### src/ucf_pkg.sv
`timescale 1ns / 1ps
// ucf_pkg: shared types and codes for the serial byte buffer with realtime
// command filtering. No dependencies.
package ucf_pkg;

  // Item operation codes
  localparam logic [2:0] OP_RX    = 3'd0;  // line byte received
  localparam logic [2:0] OP_READ  = 3'd1;  // host read
  localparam logic [2:0] OP_WRITE = 3'd2;  // host write
  localparam logic [2:0] OP_TXRDY = 3'd3;  // transmitter ready
  localparam logic [2:0] OP_FLUSH = 3'd4;  // flush receive ring

  // Realtime event codes
  localparam logic [2:0] EV_NONE   = 3'd0;
  localparam logic [2:0] EV_STATUS = 3'd1;
  localparam logic [2:0] EV_START  = 3'd2;
  localparam logic [2:0] EV_HOLD   = 3'd3;
  localparam logic [2:0] EV_DOOR   = 3'd4;
  localparam logic [2:0] EV_ABORT  = 3'd5;

  typedef struct packed {
    logic [7:0] status_char;
    logic [7:0] start_char;
    logic [7:0] hold_char;
    logic [7:0] door_char;
    logic [7:0] abort_char;
    logic       flow_enable;
    logic [6:0] high_mark;
    logic [6:0] low_mark;
  } cfg_t;

  // Classified item handed from front to back
  typedef struct packed {
    logic [2:0] op;
    logic [7:0] data;
    logic [2:0] ev;
  } cmd_t;

  typedef struct packed {
    logic [7:0] read_data;
    logic       read_valid;
    logic [7:0] tx_byte;
    logic       tx_valid;
    logic [2:0] rt_event;
    logic       write_accepted;
    logic       rx_dropped;
    logic [6:0] rx_fill;
    logic       tx_pending;
  } res_t;

endpackage

### src/ucf_fifo.sv
`timescale 1ns / 1ps
// ucf_fifo: two-entry queue of any packed type.
// No dependencies.
module ucf_fifo #(
  parameter type T = logic
) (
  input  logic clk_i,
  input  logic rst_ni,
  input  logic wr_i,
  input  T     wdata_i,
  output logic full_o,
  input  logic rd_i,
  output T     rdata_o,
  output logic empty_o
);

  T           mem_q [2];
  logic       wp_q, rp_q;
  logic [1:0] cnt_q;
  logic       do_wr, do_rd;

  assign full_o  = cnt_q[1];
  assign empty_o = (cnt_q == 2'd0);
  assign do_wr   = wr_i && !full_o;
  assign do_rd   = rd_i && !empty_o;
  assign rdata_o = mem_q[rp_q];

  always_ff @(posedge clk_i or negedge rst_ni) begin
    if (!rst_ni) begin
      wp_q  <= 1'b0;
      rp_q  <= 1'b0;
      cnt_q <= 2'd0;
    end else begin
      if (do_wr) wp_q <= ~wp_q;
      if (do_rd) rp_q <= ~rp_q;
      case ({do_wr, do_rd})
        2'b10:   cnt_q <= cnt_q + 2'd1;
        2'b01:   cnt_q <= cnt_q - 2'd1;
        default: cnt_q <= cnt_q;
      endcase
    end
  end

  always_ff @(posedge clk_i) begin
    if (do_wr) mem_q[wp_q] <= wdata_i;
  end

endmodule

### src/ucf_front.sv
`timescale 1ns / 1ps
// ucf_front: accepts items, tags realtime characters with their event code,
// queues classified items for the back end. Uses ucf_pkg and ucf_fifo.
module ucf_front (
  input  logic          clk_i,
  input  logic          rst_ni,
  input  logic          push,
  output logic          full,
  input  logic [2:0]    op_i,
  input  logic [7:0]    data_i,
  input  ucf_pkg::cfg_t cfg_i,
  output ucf_pkg::cmd_t cmd_o,
  output logic          cmd_empty_o,
  input  logic          cmd_pop_i
);
  import ucf_pkg::*;

  cmd_t cmd_in;

  // First match wins, in priority order status, start, hold, door, abort
  always_comb begin
    cmd_in.op   = op_i;
    cmd_in.data = data_i;
    cmd_in.ev   = EV_NONE;
    if (op_i == OP_RX) begin
      if (data_i == cfg_i.status_char)     cmd_in.ev = EV_STATUS;
      else if (data_i == cfg_i.start_char) cmd_in.ev = EV_START;
      else if (data_i == cfg_i.hold_char)  cmd_in.ev = EV_HOLD;
      else if (data_i == cfg_i.door_char)  cmd_in.ev = EV_DOOR;
      else if (data_i == cfg_i.abort_char) cmd_in.ev = EV_ABORT;
    end
  end

  ucf_fifo #(.T(cmd_t)) u_cmd_q (
    .clk_i   (clk_i),
    .rst_ni  (rst_ni),
    .wr_i    (push),
    .wdata_i (cmd_in),
    .full_o  (full),
    .rd_i    (cmd_pop_i),
    .rdata_o (cmd_o),
    .empty_o (cmd_empty_o)
  );

endmodule

### src/ucf_back.sv
`timescale 1ns / 1ps
// ucf_back: executes classified items against the receive and transmit rings,
// runs XON/XOFF flow control, queues results. Uses ucf_pkg and ucf_fifo.
module ucf_back #(
  parameter int RX_DEPTH = 128,
  parameter int TX_DEPTH = 64
) (
  input  logic          clk_i,
  input  logic          rst_ni,
  input  ucf_pkg::cfg_t cfg_i,
  input  ucf_pkg::cmd_t cmd_i,
  input  logic          cmd_empty_i,
  output logic          cmd_pop_o,
  output ucf_pkg::res_t res_o,
  output logic          empty,
  input  logic          pop
);
  import ucf_pkg::*;

  localparam int RPW = $clog2(RX_DEPTH);
  localparam int TPW = $clog2(TX_DEPTH);
  localparam int MW  = (RPW + 1 > 8) ? RPW + 1 : 8;

  localparam logic [7:0] XON_BYTE  = 8'h11;
  localparam logic [7:0] XOFF_BYTE = 8'h13;

  // Flow control states
  localparam logic [1:0] FL_XON_SENT  = 2'd0;
  localparam logic [1:0] FL_SEND_XOFF = 2'd1;
  localparam logic [1:0] FL_XOFF_SENT = 2'd2;
  localparam logic [1:0] FL_SEND_XON  = 2'd3;

  // Transmit byte source
  localparam logic [1:0] TXS_NONE = 2'd0;
  localparam logic [1:0] TXS_XOFF = 2'd1;
  localparam logic [1:0] TXS_XON  = 2'd2;
  localparam logic [1:0] TXS_MEM  = 2'd3;

  typedef struct packed {
    logic       rv;
    logic [1:0] tx_sel;
    logic [2:0] ev;
    logic       wa;
    logic       dr;
  } pend_t;

  logic [7:0] rx_mem [RX_DEPTH];
  logic [7:0] tx_mem [TX_DEPTH];
  logic [7:0] rx_rd_q, tx_rd_q;

  logic [RPW-1:0] rx_head_q, rx_head_d, rx_tail_q, rx_tail_d;
  logic [TPW-1:0] tx_head_q, tx_head_d, tx_tail_q, tx_tail_d;
  logic [1:0]     flow_q, flow_d;
  logic           act_q, act_d;
  logic           busy_q;
  pend_t          pend_q, pend_d;

  logic           start, out_full, rx_we, tx_we;
  logic [RPW-1:0] rx_head_nx, rx_tail_nx;
  logic [TPW-1:0] tx_head_nx, tx_tail_nx;
  logic [RPW:0]   rx_cnt;
  logic [MW-1:0]  rx_cnt_w;
  logic           rx_full, rx_empty, tx_full;
  res_t           res_in;

  assign rx_head_nx = (rx_head_q == RPW'(RX_DEPTH - 1)) ? '0 : rx_head_q + 1'b1;
  assign rx_tail_nx = (rx_tail_q == RPW'(RX_DEPTH - 1)) ? '0 : rx_tail_q + 1'b1;
  assign tx_head_nx = (tx_head_q == TPW'(TX_DEPTH - 1)) ? '0 : tx_head_q + 1'b1;
  assign tx_tail_nx = (tx_tail_q == TPW'(TX_DEPTH - 1)) ? '0 : tx_tail_q + 1'b1;

  always_comb begin
    rx_cnt = {1'b0, rx_head_q} - {1'b0, rx_tail_q};
    if (rx_head_q < rx_tail_q) rx_cnt = rx_cnt + (RPW + 1)'(RX_DEPTH);
  end
  assign rx_cnt_w = MW'(rx_cnt);

  assign rx_full  = (rx_head_nx == rx_tail_q);
  assign rx_empty = (rx_head_q == rx_tail_q);
  assign tx_full  = (tx_head_nx == tx_tail_q);

  // One item at a time: execute cycle, then result cycle
  assign start     = !cmd_empty_i && !busy_q && !out_full;
  assign cmd_pop_o = start;

  always_comb begin
    rx_head_d = rx_head_q;
    rx_tail_d = rx_tail_q;
    tx_head_d = tx_head_q;
    tx_tail_d = tx_tail_q;
    flow_d    = flow_q;
    act_d     = act_q;
    pend_d    = pend_q;
    rx_we     = 1'b0;
    tx_we     = 1'b0;
    if (start) begin
      pend_d = '0;
      unique case (cmd_i.op)
        OP_RX: begin
          pend_d.ev = cmd_i.ev;
          if (cmd_i.ev == EV_NONE) begin
            if (!rx_full) begin
              rx_we     = 1'b1;
              rx_head_d = rx_head_nx;
              if (cfg_i.flow_enable && (rx_cnt_w + 1'b1 >= MW'(cfg_i.high_mark)) &&
                  flow_q == FL_XON_SENT) begin
                flow_d = FL_SEND_XOFF;
                act_d  = 1'b1;
              end
            end else begin
              pend_d.dr = 1'b1;
            end
          end
        end
        OP_READ: begin
          if (!rx_empty) begin
            pend_d.rv = 1'b1;
            rx_tail_d = rx_tail_nx;
            if (cfg_i.flow_enable && (rx_cnt_w - 1'b1 < MW'(cfg_i.low_mark)) &&
                flow_q == FL_XOFF_SENT) begin
              flow_d = FL_SEND_XON;
              act_d  = 1'b1;
            end
          end
        end
        OP_WRITE: begin
          if (!tx_full) begin
            tx_we     = 1'b1;
            tx_head_d = tx_head_nx;
            act_d     = 1'b1;
            pend_d.wa = 1'b1;
          end
        end
        OP_TXRDY: begin
          if (act_q) begin
            if (cfg_i.flow_enable && flow_q == FL_SEND_XOFF) begin
              pend_d.tx_sel = TXS_XOFF;
              flow_d        = FL_XOFF_SENT;
            end else if (cfg_i.flow_enable && flow_q == FL_SEND_XON) begin
              pend_d.tx_sel = TXS_XON;
              flow_d        = FL_XON_SENT;
            end else if (tx_tail_q != tx_head_q) begin
              pend_d.tx_sel = TXS_MEM;
              tx_tail_d     = tx_tail_nx;
            end
            if (tx_tail_d == tx_head_q) act_d = 1'b0;
          end
        end
        OP_FLUSH: begin
          rx_tail_d = rx_head_q;
          flow_d    = FL_XON_SENT;
        end
        default: ;
      endcase
    end
  end

  always_ff @(posedge clk_i or negedge rst_ni) begin
    if (!rst_ni) begin
      rx_head_q <= '0;
      rx_tail_q <= '0;
      tx_head_q <= '0;
      tx_tail_q <= '0;
      flow_q    <= FL_XON_SENT;
      act_q     <= 1'b0;
      busy_q    <= 1'b0;
    end else begin
      rx_head_q <= rx_head_d;
      rx_tail_q <= rx_tail_d;
      tx_head_q <= tx_head_d;
      tx_tail_q <= tx_tail_d;
      flow_q    <= flow_d;
      act_q     <= act_d;
      busy_q    <= start;
    end
  end

  always_ff @(posedge clk_i) begin
    pend_q <= pend_d;
  end

  // Ring stores: one write and one registered read at the tail each cycle
  always_ff @(posedge clk_i) begin
    if (rx_we) rx_mem[rx_head_q] <= cmd_i.data;
    rx_rd_q <= rx_mem[rx_tail_q];
  end

  always_ff @(posedge clk_i) begin
    if (tx_we) tx_mem[tx_head_q] <= cmd_i.data;
    tx_rd_q <= tx_mem[tx_tail_q];
  end

  // Result cycle: pointers already hold the post-step values
  always_comb begin
    res_in.read_data      = pend_q.rv ? rx_rd_q : 8'h00;
    res_in.read_valid     = pend_q.rv;
    case (pend_q.tx_sel)
      TXS_XOFF: res_in.tx_byte = XOFF_BYTE;
      TXS_XON:  res_in.tx_byte = XON_BYTE;
      TXS_MEM:  res_in.tx_byte = tx_rd_q;
      default:  res_in.tx_byte = 8'h00;
    endcase
    res_in.tx_valid       = (pend_q.tx_sel != TXS_NONE);
    res_in.rt_event       = pend_q.ev;
    res_in.write_accepted = pend_q.wa;
    res_in.rx_dropped     = pend_q.dr;
    res_in.rx_fill        = (rx_cnt_w > MW'(7'd127)) ? 7'd127 : rx_cnt_w[6:0];
    res_in.tx_pending     = act_q;
  end

  ucf_fifo #(.T(res_t)) u_res_q (
    .clk_i   (clk_i),
    .rst_ni  (rst_ni),
    .wr_i    (busy_q),
    .wdata_i (res_in),
    .full_o  (out_full),
    .rd_i    (pop),
    .rdata_o (res_o),
    .empty_o (empty)
  );

endmodule

### src/uart_fifo_realtime_cmd_filter_core.sv
`timescale 1ns / 1ps
// uart_fifo_realtime_cmd_filter_core: top level of the serial byte buffer.
// Holds the configuration registers; uses ucf_pkg, ucf_front and ucf_back.
//
//   channel  | direction | handshake         | payload
//   ---------+-----------+-------------------+--------------------------------
//   item in  | input     | push / full       | op_i, data_i
//   result   | output    | empty / pop       | read_data_o .. tx_pending_o
//   config   | input     | cfg_we_i          | cfg_idx_i, cfg_data_i
//
// The back end handles each item in an execute step, which updates the ring
// pointers and flow state and starts the store read at the tail, and a
// result step, which registers the result. It takes no new item until the
// last result is queued. Two-entry queues between front and back and at the
// output let either side stall without blocking the other; the back end
// waits while the result queue is full. Reset clears pointers, flow state
// and config; ring stores are not cleared, since only written entries are
// ever read.
module uart_fifo_realtime_cmd_filter_core #(
  parameter int RX_DEPTH = 128,
  parameter int TX_DEPTH = 64
) (
  input  logic       clk_i,
  input  logic       rst_ni,
  // item input
  input  logic       push,
  output logic       full,
  input  logic [2:0] op_i,
  input  logic [7:0] data_i,
  // results
  output logic       empty,
  input  logic       pop,
  output logic [7:0] read_data_o,
  output logic       read_valid_o,
  output logic [7:0] tx_byte_o,
  output logic       tx_valid_o,
  output logic [2:0] rt_event_o,
  output logic       write_accepted_o,
  output logic       rx_dropped_o,
  output logic [6:0] rx_fill_o,
  output logic       tx_pending_o,
  // configuration writes
  input  logic       cfg_we_i,
  input  logic [2:0] cfg_idx_i,
  input  logic [7:0] cfg_data_i
);
  import ucf_pkg::*;

  // Register indexes
  localparam logic [2:0] REG_STATUS = 3'd0;
  localparam logic [2:0] REG_START  = 3'd1;
  localparam logic [2:0] REG_HOLD   = 3'd2;
  localparam logic [2:0] REG_DOOR   = 3'd3;
  localparam logic [2:0] REG_ABORT  = 3'd4;
  localparam logic [2:0] REG_FLOW   = 3'd5;
  localparam logic [2:0] REG_HIGH   = 3'd6;
  localparam logic [2:0] REG_LOW    = 3'd7;

  cfg_t cfg_q;
  cmd_t cmd;
  res_t res;
  logic cmd_empty, cmd_pop;

  always_ff @(posedge clk_i or negedge rst_ni) begin
    if (!rst_ni) begin
      cfg_q.status_char <= 8'd63;
      cfg_q.start_char  <= 8'd126;
      cfg_q.hold_char   <= 8'd33;
      cfg_q.door_char   <= 8'd64;
      cfg_q.abort_char  <= 8'd24;
      cfg_q.flow_enable <= 1'b0;
      cfg_q.high_mark   <= 7'd96;
      cfg_q.low_mark    <= 7'd64;
    end else if (cfg_we_i) begin
      unique case (cfg_idx_i)
        REG_STATUS: cfg_q.status_char <= cfg_data_i;
        REG_START:  cfg_q.start_char  <= cfg_data_i;
        REG_HOLD:   cfg_q.hold_char   <= cfg_data_i;
        REG_DOOR:   cfg_q.door_char   <= cfg_data_i;
        REG_ABORT:  cfg_q.abort_char  <= cfg_data_i;
        REG_FLOW:   cfg_q.flow_enable <= cfg_data_i[0];
        REG_HIGH:   cfg_q.high_mark   <= cfg_data_i[6:0];
        REG_LOW:    cfg_q.low_mark    <= cfg_data_i[6:0];
        default: ;
      endcase
    end
  end

  // Front: realtime character match and item queue
  ucf_front u_front (
    .clk_i       (clk_i),
    .rst_ni      (rst_ni),
    .push        (push),
    .full        (full),
    .op_i        (op_i),
    .data_i      (data_i),
    .cfg_i       (cfg_q),
    .cmd_o       (cmd),
    .cmd_empty_o (cmd_empty),
    .cmd_pop_i   (cmd_pop)
  );

  // Back: rings, flow control, result queue
  ucf_back #(
    .RX_DEPTH (RX_DEPTH),
    .TX_DEPTH (TX_DEPTH)
  ) u_back (
    .clk_i       (clk_i),
    .rst_ni      (rst_ni),
    .cfg_i       (cfg_q),
    .cmd_i       (cmd),
    .cmd_empty_i (cmd_empty),
    .cmd_pop_o   (cmd_pop),
    .res_o       (res),
    .empty       (empty),
    .pop         (pop)
  );

  assign read_data_o      = res.read_data;
  assign read_valid_o     = res.read_valid;
  assign tx_byte_o        = res.tx_byte;
  assign tx_valid_o       = res.tx_valid;
  assign rt_event_o       = res.rt_event;
  assign write_accepted_o = res.write_accepted;
  assign rx_dropped_o     = res.rx_dropped;
  assign rx_fill_o        = res.rx_fill;
  assign tx_pending_o     = res.tx_pending;

endmodule

### config.mk
export PLATFORM = sky130hd
export DESIGN_NAME = uart_fifo_realtime_cmd_filter_core
export DESIGN_NICKNAME = d
export VERILOG_FILES = /design/src/ucf_pkg.sv /design/src/ucf_fifo.sv /design/src/ucf_front.sv /design/src/ucf_back.sv /design/src/uart_fifo_realtime_cmd_filter_core.sv
export SDC_FILE = /design/constraint.sdc
export NUM_CORES = 2
export LEC_CHECK = 0
export BUFFER_PORTS_ARGS = -buffer_cell sky130_fd_sc_hd__buf_4
export CORE_ASPECT_RATIO = 0.8
export CORE_MARGIN = 1.5
export CORE_UTILIZATION = 65
export DETAILED_ROUTE_END_ITERATION = 12
export PLACE_DENSITY = 0.82
export SLEW_MARGIN = 25
export SYNTH_ARGS = -nofsm -noshare
export SYNTH_HDL_FRONTEND = slang
export SYNTH_SLANG_ARGS = --single-unit
### constraint.sdc
create_clock -name clk_i -period 8.4 [get_ports clk_i]
set_input_delay 2.52 -clock clk_i [delete_from_list [all_inputs] [get_ports clk_i]]
set_output_delay 2.52 -clock clk_i [all_outputs]
set_load 0.02 [all_outputs]
==> flow_metrics.tcl <==
set metrics [dict create \
    synthesis.area_um2 69410 \
    syn_nets 3341 \
    ant_nets 0 \
    hold_buffers 0 \
    clock-sinks 1743 \
    synth_edf_count 1634 \
    die_area_um2 108800 \
    cp_cell_sequence "ha_1, nand2_1, nor3_1, o31ai_1, nand4_1, o31a_1, nand4b_2, nor2_1" \
    finalHoldViolCount 0 \
    cp_data_required_time_ns 8.79 \
    worst_slack_ns 2.774 \
    yosysSeqAreaShare_pct 74.54 \
    fp.dieW_um 368.4 \
    synthCells 3285 \
    hp-class "reg -> reg" \
    synthToLayoutAreaGrowth_pct 10.30 \
    cellLeakagePower_nw 24.14 \
    end_kind "flop" \
    worstPathArrival_ns 6.02 \
    yosys-top-cells-area "edfxtp_1, mux4_2, dfrtp_1" \
    fin_util_pct 72.11 \
    clk_pin_slew_worst_paths_ns 0.07 \
    clock.fmax_mhz 177.7 \
    synth_cell_type_count 76 \
    grt_pass1_vias 36220 \
    syn_area_per_cell_um2 21.13 \
    path_delay_family "simple AND/OR/NAND/NOR gates" \
    viasPerCell 7.509 \
    yosysWarnings 0 \
    drt-wirelength-per-cell_um 38.10 \
    ys.flop_type "edfxtp_1" \
    place_hpwl_um 100400 \
    htree_levels 4 \
    yosysTopAreaCellShare_pct 70.69 \
    ys_seq_elements 1743 \
    drtIter0Drc 6853 \
    cts_setup_buffers 0 \
    outcome "finished, final reports clean" \
    port_buffers 59 \
    worst_pin_slew_ns 1.125 \
    remaining_drc_errors 0 \
    finalMaxSlewViolations 0 \
    dp_slack_ns 2.601 \
    powerDensity_nw_per_um2 334.1 \
    async_reset_ff_share_pct 5.336 \
    setup_viol 0 \
    finalClockSkew_ns 0.03760 \
    post-route-min-period_ns 5.626 \
    path_class "reg -> reg" \
    ctsResizeCount 0 \
    finish.net_count 3435 \
    start_util_pct 65.38 \
    antenna_found_initial 13 \
    die_h_um 295.3 \
    setup.worst_path.start_class "flop" \
    track_usage_pct 35.25 \
    ir_drop_v 0.0002405 \
    grt_start_max_net_pins 141 \
    tritoncts "built" \
    grt_setup_unrepaired "no" \
    gp_congestion 0.9209 \
    cpMaxStageDelayCell "nor2_1" \
    numCtsBuffers 158 \
    relSlewSlack_pct 24.73 \
    rows 107 \
    num_io_pins 60 \
    clk_latency_ns 0.79 \
    post-route-period-util_pct 66.98 \
    max-clock-path-buffers 3 \
    critPathBufInv 0 \
    dr.pass1.iters 6 \
    yosysTopAreaCell "edfxtp_1" \
    vias 37040 \
    gr-total-overflow 0 \
    max_cap_viol_count 0 \
    setup_tns_ns 0 \
    clock-root-buffer "clkbuf_16" \
    core_um2 106200 \
    layout-drive-gt1-share_pct 28.23 \
    cpPeakStageDelay_ns 1.16 \
    routed_wl_um 188000 \
    cp_max_fo 16 \
    grt_pass1_wl_um 269600 \
]
## flip-flops by register name, indices dropped and copies added (netlist names), 2 cells and up
register               flops
u_back.tx_rd_q             8
u_front.u_cmd_q.mem_q     28
u_back.u_res_q.mem_q      62
u_back.tx_tail_q           6
u_back.tx_mem            512
u_back.rx_head_q           7
u_front.u_cmd_q.cnt_q      2
u_back.rx_rd_q             8
u_back.pend_q              8
u_back.rx_tail_q           7
u_back.tx_head_q           6
u_back.rx_mem           1024
u_back.flow_q              2
u_back.u_res_q.cnt_q       2
cfg_q                     55
## per-layer routing
layer  vias up  track usage, %  wire length [µm]
met5         -               0                57
met4        10           11.43              7044
met3       635           11.24             29460
met2      3772           52.94             87300
met1     18920           50.25             64110
li1      13710               -                 -
## report_power, final
part / switching [mW] / internal (mW)
clock network: 3.34 / 3.99
registers: 0.488 / 10.7
logic: 4.22 / 2.79
## synth_stat cells (4+ instances only)
master       n
buf_4       12
buf_2       34
or3_1       10
or4_1        4
mux2i_1     10
nand2_1     99
nor2_1     236
inv_1       30
a211oi_1     5
a21oi_1     25
ha_1        28
o31ai_1      4
mux2_2      97
nor2b_1      8
nand3_1     28
buf_6       10
nor4_1      26
nor3_1      13
dfstp_2     20
nand4b_1     4
mux4_2     504
dfrtp_1     73
nand4b_2     4
nand4_1     15
nand2b_1    10
o21ai_0     27
clkbuf_1    73
and3_1      11
xor2_1      29
edfxtp_1  1634
and2_1      13
buf_1       46
xnor2_1     60
dfxtp_1     16
## worst paths after layout
check,from,endpoint,slack (ns),depth (start not counted)
setup / recovery,u_back.rx_head_q[1],u_back.rx_mem[114][2],2.77,8
hold / removal,u_back.pend_q[4],u_back.u_res_q.mem_q[1][12],0.45,0
setup reg to reg,u_back.rx_head_q[1],u_back.rx_mem[114][2],2.77,8
hold reg to reg,u_back.pend_q[4],u_back.u_res_q.mem_q[1][12],0.45,0
max in group asynchronous,rst_ni,u_back.rx_tail_q[1],5.47,2
min in group asynchronous,rst_ni,u_back.u_res_q.rp_q,1.79,1
## cell usage in the layout, fill, tap and decap left out, types with 35 or more instances in the layout
cell type  Yosys  routed
buf_4         12     101
clkbuf_16      0     159
clkinv_1       3      35
dfrtp_1       73      66
edfxtp_1    1634    1634
mux2_2        97      89
mux4_2       504     504
nand2_1       99      99
nor2_1       236     231
xnor2_1       60      60
## per-stage QoR
stage	hold slack [ns]	total power [mW]	instance area (µm²)	instances
3_5_place_dp	0.4421	17.98	71360	4634
2_1_floorplan	0.4215	15.68	69410	3285
3_3_place_gp	0.4289	17.70	71340	4634
6_report	0.4524	25.58	76560	4933
5_1_grt	0.4780	26.11	76550	4928
4_1_cts	0.4549	25.39	76440	4925
## cells by family after synthesis
kind of cell               after synthesis  share of synthesized area [%]
DFF                                   1743                          74.54
AOI/OAI and AO/OA                       97                         0.9139
muxes                                  613                          18.10
adders and majority gates               29                         0.5336
buffers and inverters                  210                          1.370
xor gates and xnor gates                90                          1.146
and+or+nand+nor                        503                          3.396
## cell type report
cell class	instances	area [µm²]
Clock inverter	97	949.7
Clock buffer	194	4130
Antenna cell	6	15.01
Multi-Input combinational cell	1332	16920
Sequential cell	1743	51760
Fill cell	5289	29600
Tap cell	1417	1773
Inverter	35	133.9
Timing Repair Buffer	109	880.8
Note: power is estimated with default switching activity, not from simulation.
